$ cat config.mk
export PLATFORM = sky130hd
export DESIGN_NAME = hmf_ctrl
export DESIGN_NICKNAME = d
export VERILOG_FILES = /design/src/rtl/hmf_pkg.sv /design/src/rtl/hmf_ctrl.sv
export SDC_FILE = /design/constraint.sdc
export NUM_CORES = 1
export LEC_CHECK = 0
export ABC_AREA = 1
export BUFFER_PORTS_ARGS = -buffer_cell sky130_fd_sc_hd__clkbuf_2
export CAP_MARGIN = 0
export CORE_AREA = 3 3 40 42
export CTS_CLUSTER_DIAMETER = 150
export DETAILED_ROUTE_END_ITERATION = 10
export DIE_AREA = 0 0 43 45
export GPL_TIMING_DRIVEN = 0
export PLACE_DENSITY = 0.62
export SYNTH_ARGS = -nofsm -noshare
export SYNTH_HDL_FRONTEND = slang
export SYNTH_SLANG_ARGS = --single-unit
export TNS_END_PERCENT = 5
$ cat constraint.sdc
create_clock -name clk -period 1.52 [get_ports clk]
set_input_delay 0.304 -clock clk [delete_from_list [all_inputs] [get_ports clk]]
set_output_delay 0.304 -clock clk [all_outputs]
set_load 0.02 [all_outputs]
$ cat src/rtl/hmf_pkg.sv
package hmf_pkg;

    localparam int MAX_RADIUS = 7;
    localparam int MAX_WIDTH  = 2048;
    localparam int RING_ROWS  = 2 * MAX_RADIUS + 1;
    localparam int RADIUS_W   = 3;
    localparam int WIDTH_W    = 12;
    localparam int HEIGHT_W   = 16;
    localparam int CFG_W      = 16;
    localparam int PIX_W      = 8;
    localparam int COL_W      = $clog2(MAX_WIDTH);
    localparam int RING_W     = $clog2(RING_ROWS);
    localparam int ADDR_W     = $clog2(RING_ROWS * MAX_WIDTH);
    localparam int WIN_W      = $clog2(2 * MAX_RADIUS + 1);
    localparam int CNT_W      = $clog2(RING_ROWS * RING_ROWS + 1);
    localparam int BIT_W      = $clog2(PIX_W);
    localparam int BURST_W    = $clog2(MAX_RADIUS + 2);

    localparam logic [1:0] REG_RADIUS = 2'd0;
    localparam logic [1:0] REG_WIDTH  = 2'd1;
    localparam logic [1:0] REG_HEIGHT = 2'd2;

    localparam logic KIND_PIXEL = 1'b0;
    localparam logic KIND_DRAIN = 1'b1;

    typedef struct packed {
        logic             kind;
        logic [PIX_W-1:0] pixel;
    } pix_t;

    typedef struct packed {
        logic [PIX_W-1:0] median;
        logic             end_of_burst;
        logic             end_of_frame;
    } res_t;

    typedef struct packed {
        logic write_pix;
        logic med_start;
        logic advance;
        logic load_out;
        logic eob;
    } cmd_t;

    typedef struct packed {
        logic ready;
        logic med_done;
    } stat_t;

    typedef enum logic [2:0] {
        ST_IDLE,
        ST_CHECK,
        ST_MED,
        ST_ADV,
        ST_DECIDE,
        ST_SEND
    } state_t;

endpackage

$ cat src/rtl/hmf_ctrl.sv
module hmf_ctrl (
    input  logic          clk,
    input  logic          rst_n,
    input  logic          pix_valid,
    input  logic          pix_kind,
    output logic          pix_stall,
    output logic          res_valid,
    input  logic          res_stall,
    input  hmf_pkg::stat_t stat,
    output hmf_pkg::cmd_t  cmd
);
    import hmf_pkg::*;

    state_t             state_reg, state_next;
    logic [BURST_W-1:0] n_reg, n_next;
    logic               kind_reg, kind_next;
    logic [BURST_W-1:0] cap;
    logic               more;

    assign cap  = (kind_reg == KIND_DRAIN) ? BURST_W'(1) : BURST_W'(MAX_RADIUS + 1);
    assign more = (n_reg < cap) && stat.ready;

    always_ff @(posedge clk or negedge rst_n)
    begin
        if (!rst_n)
        begin
            state_reg <= ST_IDLE;
            n_reg     <= '0;
            kind_reg  <= KIND_PIXEL;
        end
        else
        begin
            state_reg <= state_next;
            n_reg     <= n_next;
            kind_reg  <= kind_next;
        end
    end

    always_comb
    begin
        state_next = state_reg;
        n_next     = n_reg;
        kind_next  = kind_reg;
        unique case (state_reg)
            ST_IDLE:
            begin
                if (pix_valid)
                begin
                    state_next = ST_CHECK;
                    n_next     = '0;
                    kind_next  = pix_kind;
                end
            end
            ST_CHECK:  state_next = more ? ST_MED : ST_IDLE;
            ST_MED:    if (stat.med_done) state_next = ST_ADV;
            ST_ADV:
            begin
                state_next = ST_DECIDE;
                n_next     = n_reg + BURST_W'(1);
            end
            ST_DECIDE: state_next = ST_SEND;
            ST_SEND:
            begin
                if (!res_stall)
                    state_next = more ? ST_MED : ST_IDLE;
            end
            default:   state_next = ST_IDLE;
        endcase
    end

    always_comb
    begin
        cmd       = '0;
        pix_stall = (state_reg != ST_IDLE);
        res_valid = (state_reg == ST_SEND);
        unique case (state_reg)
            ST_IDLE:   cmd.write_pix = pix_valid && (pix_kind == KIND_PIXEL);
            ST_CHECK:  cmd.med_start = more;
            ST_MED:    cmd = '0;
            ST_ADV:    cmd.advance = 1'b1;
            ST_DECIDE:
            begin
                cmd.load_out = 1'b1;
                cmd.eob      = !more;
            end
            ST_SEND:   cmd.med_start = !res_stall && more;
            default:   cmd = '0;
        endcase
    end

    a_accept_busy: assert property (@(posedge clk) disable iff (!rst_n)
        (pix_valid && !pix_stall) |=> (state_reg == ST_CHECK))
        else $error("accepted request did not start a burst");

    a_burst_cap: assert property (@(posedge clk) disable iff (!rst_n)
        n_reg <= BURST_W'(MAX_RADIUS + 1))
        else $error("burst count beyond cap");

    a_send_hold: assert property (@(posedge clk) disable iff (!rst_n)
        (state_reg == ST_SEND && res_stall) |=> (state_reg == ST_SEND))
        else $error("result dropped while stalled");

endmodule

* Word level (Yosys, flattened, before mapping) *
Cells that the tools add are included.

cells by class
  $lt $le $gt $ge = 1
  reductions and logical operators = 11
  add/subtract/negate cells = 1
  eq/ne operators = 8
  bitwise gates (word level) = 1
  muxes and demuxes = 12

operator list
  kind                   count
  $pmux W3 S6            1
  $mux W3                3
  $mux W4                2
  $pmux W4 S2            1
  $eq A3 B2 Y1 const B   2
  $eq A3 B3 Y1 const B   2
  $ne A2 B2 Y1 const B   3
  $add A4 B1 Y4 const B  1
  $lt A4 B4 Y1           1
  $mux W2                2
  $reduce_and A2 Y1      2
  $eq A3 B1 Y1 const B   1
  $logic_and A1 B1 Y1    3
  $logic_not A3 Y1       1
  $reduce_and A3 Y1      1
  $reduce_bool A3 Y1     1
  $logic_not A1 Y1       2
  $mux W1                2
  $pmux W1 S2            1
  $reduce_bool A2 Y1     1
  $not A1 Y1             1

storage, ports and cells
  bits in registers = 8
  output and inout bits = 7

* Longest topological paths before layout *
  depth in word-level cells = 6
  depth in mapped cells = 8
  gate-level depth less buffers = 8

* Worst setup path after synthesis *
OpenSTA, ideal clock, no wires.

  kind = reg-to-output
  start = register n_reg[3]
  end = output port cmd[3] (netlist bit)
  buffers on the path = 0
  data arrival time = 1.176 ns
  cell stages (with the launch flop) = 5
  required time = 1.216 ns
  slack = 0.040 ns
  cell sequence = dfrtp_1 -> ha_1 -> nand2_1 -> nand3_1 -> a21oi_1

RTL lines
  what                      RTL line        RTL
  start: declaration        hmf_ctrl.sv:15  logic [BURST_W-1:0] n_reg, n_next;
  start signal: assignment  hmf_ctrl.sv:34  n_reg <= n_next;
  end: declaration          hmf_ctrl.sv:10  output hmf_pkg::cmd_t cmd

==> impl_metrics.ini <==
[routing]
routed_wl_mm = 1.05
drt_iter0_markers = 1
dr.pass1.iters = 3
vias_per_cell = 4.57
via_count = 471
wl_per_cell_um = 10.2
postRouteAntennaNets = 0
drc = 0

[place]
io_buffers = 13
gp_congestion = 0.772
dp_hpwl_um = 803
place_area_um2 = 584
place_inst = 95

[synth]
synth.distinct_cells = 18
seq_area_frac_synth_pct = 40.0
async_flop_share_pct = 100
yosys-top-cells-area = dfrtp_1, nand2_1, inv_1
yosys-top-cells-count = nand2_1, inv_1, dfrtp_1, nor2_1, a21oi_1
ys_ff_latch = 8
synth_area_um2 = 500
yosysWarnings = 0
synth_top_area_share_pct = 40.0
synth-edff-count = 0
synth-main-ff-cell = dfrtp_1
syn_nets = 76
yosysMostFrequentCell = nand2_1
avgSynthCellArea_um2 = 7.47
synth_area_leader_cell = dfrtp_1
netlist_instances = 67

[run_status]
status = finished with violations
violations = negative setup slack

[worst_setup_path]
arrival_ns = 1.36
worst-path-buf-inv = 1
crit_chain = ha_1 > nand2_2 > nand3_2 > a21oi_2 > clkbuf_8
max_stage_delay_ns = 0.38
crit_path_end_kind = output pin
critPathRequiredTime_ns = 1.22
worstSetupPathType = flop to output pin
cp-start-kind = flop
critical_path.top_delay_family = flip-flops
critPathSlowestCell = dfrtp_1
cp_max_fo = 2

[flow_run]
cap_violations = 0

[global_routing]
antenna_found_initial = 0
grt_overflow = 0
grt_pass1_wl_mm = 1.67
first_global_vias = 431
gr-usage-all-layers_pct = 11.8
grt_start_max_net_pins = 9

[finish]
fill_cells = 128
fin_util_pct = 55.3
instances_no_fill = 103
final_cell_area_um2 = 711
antenna_cells = 0
syn2layout_area_growth_pct = 42.0
largest_reg_flops = 4
drive_above_1_share_pct = 48.9
layout.nets = 99

[cts]
cts-root-buf = clkbuf_4
cts_buffers = 3
insertion_delay_ns = 0.25
clock_path_buffers = 2
cts.sinks = 8
cts_tree = built
htree_levels = 1
clkTransAtPathRegs_ns = 0.05

[pwr]
powerDensity_nw_per_um2 = 1680
power.leakage_nw = 0.398
ir_drop_v = 0.000982

[floorplanning]
die_h_um = 45
die_area_um2 = 1940
die_x_um = 43
ioPinCount = 14
core_um2 = 1280
rows = 13
initial_utilization_pct = 38.9

[sta]
layout_min_cycle_time_ns = 1.66
tightest_slew_ns = 0.200
rsz0062_at_grt = yes
clock_skew_ns = 0.00258
hold_violations = 0
relSlewSlack_pct = 86.7
timing.final.crit_share_pct = 109
drv_slew = 0
layout_setup_ws_ns = -0.141
setup_viol_count_final = 3
fmax_mhz = 602
tns_ns = -0.235

[hold_path]
hold_class = input port to flop
## power by group
part | leakage, nW | switching (mW) | internal (mW)
sequential | 0.100 | 0.0875 | 0.285
combinational | 0.284 | 0.387 | 0.273
clock | 0.0138 | 0.0683 | 0.0901
total | 0.398 | 0.543 | 0.649
## final timing paths
check / from / endpoint / slack (ns) / cells past startpoint
setup / recovery: kind_reg / cmd[3] / -0.14 / 5
hold / removal: pix_kind / kind_reg / 0.34 / 3
setup reg to reg: kind_reg / state_reg[1] / 0.34 / 7
hold reg to reg: kind_reg / kind_reg / 0.55 / 2
max in group asynchronous: rst_n / state_reg[1] / 0.90 / 2
min in group asynchronous: rst_n / kind_reg / 0.43 / 2
## layer usage
| metal | GRT usage, % | part of all wire, % | vias to the layer above |
|---|---|---|---|
| met2 | 19.5 | 51 | 9 |
| met5 | 0 | 0 | - |
| li1 | - | - | 248 |
| met1 | 13.4 | 43 | 214 |
| met4 | 3.61 | 0 | 0 |
| met3 | 5.98 | 6.2 | 0 |
## what timing repair did
action / 4_1_cts / 5_1_grt
hold buffers: 1 / 0
gates resized for setup: 18 / 6
buffers inserted: 3 / 1
hold endpoints to repair: 8 / 0
pin swaps: 2 / 0
endpoints found under the setup margin: 4 / 7
## worst register-to-register path, cell delays in order, from the launching register on
cell and delay, ns:
dfrtp_1 0.38, ha_1 0.30, nand2_2 0.07, nand3_2 0.07, buf_4 0.14, nand2_1 0.05
nand2_1 0.04, nand2_1 0.05
## through the flow
stage	hold slack, ns	worst slack (ns)	power, mW
after detailed placement	0.163	0.0319	0.879
after floorplan	0.00841	0.0404	0.741
final	0.335	-0.141	1.19
after global placement	0.158	0.0418	0.865
after CTS	0.337	-0.139	1.16
after global routing	0.344	-0.224	1.30
## final cells by class
class                      count  area, um^2  share of cell area, %
sequential                     8         203                   28.5
clock buffer                   3        22.5                   3.17
timing repair buffer          18         130                   18.3
inverter                      15        61.3                   8.63
multi-input combinational     44         275                   38.7
tap                           15        18.8                   2.64
## placed cells by master, fill, tap and decap left out, types with 2 or more instances in the layout
cell type	Yosys	layout
inv_1	11	9
inv_2	3	5
dfrtp_2	0	2
nor2_2	2	3
dfrtp_1	8	6
nand3_2	1	2
nor2_4	1	3
buf_4	0	6
clkbuf_4	0	4
clkbuf_2	0	7
nand2_2	4	5
nand3_1	4	3
nand2_1	13	11
a21oi_1	5	4
o21ai_1	2	2
clkbuf_8	0	2
nor2_1	6	3
ha_1	2	2
## cells by family after synthesis
group | count (synthesis) | synth area share, %
XOR/XNOR | 2 | 3.50
AND/OR/NAND/NOR | 32 | 31.2
flip-flops | 8 | 40.0
adder cells (fa/ha/maj) | 2 | 5.00
buffers and inverters | 15 | 12.3
AO/OA/AOI/OAI | 8 | 8.00
Note: power is estimated with default switching activity, not from simulation.
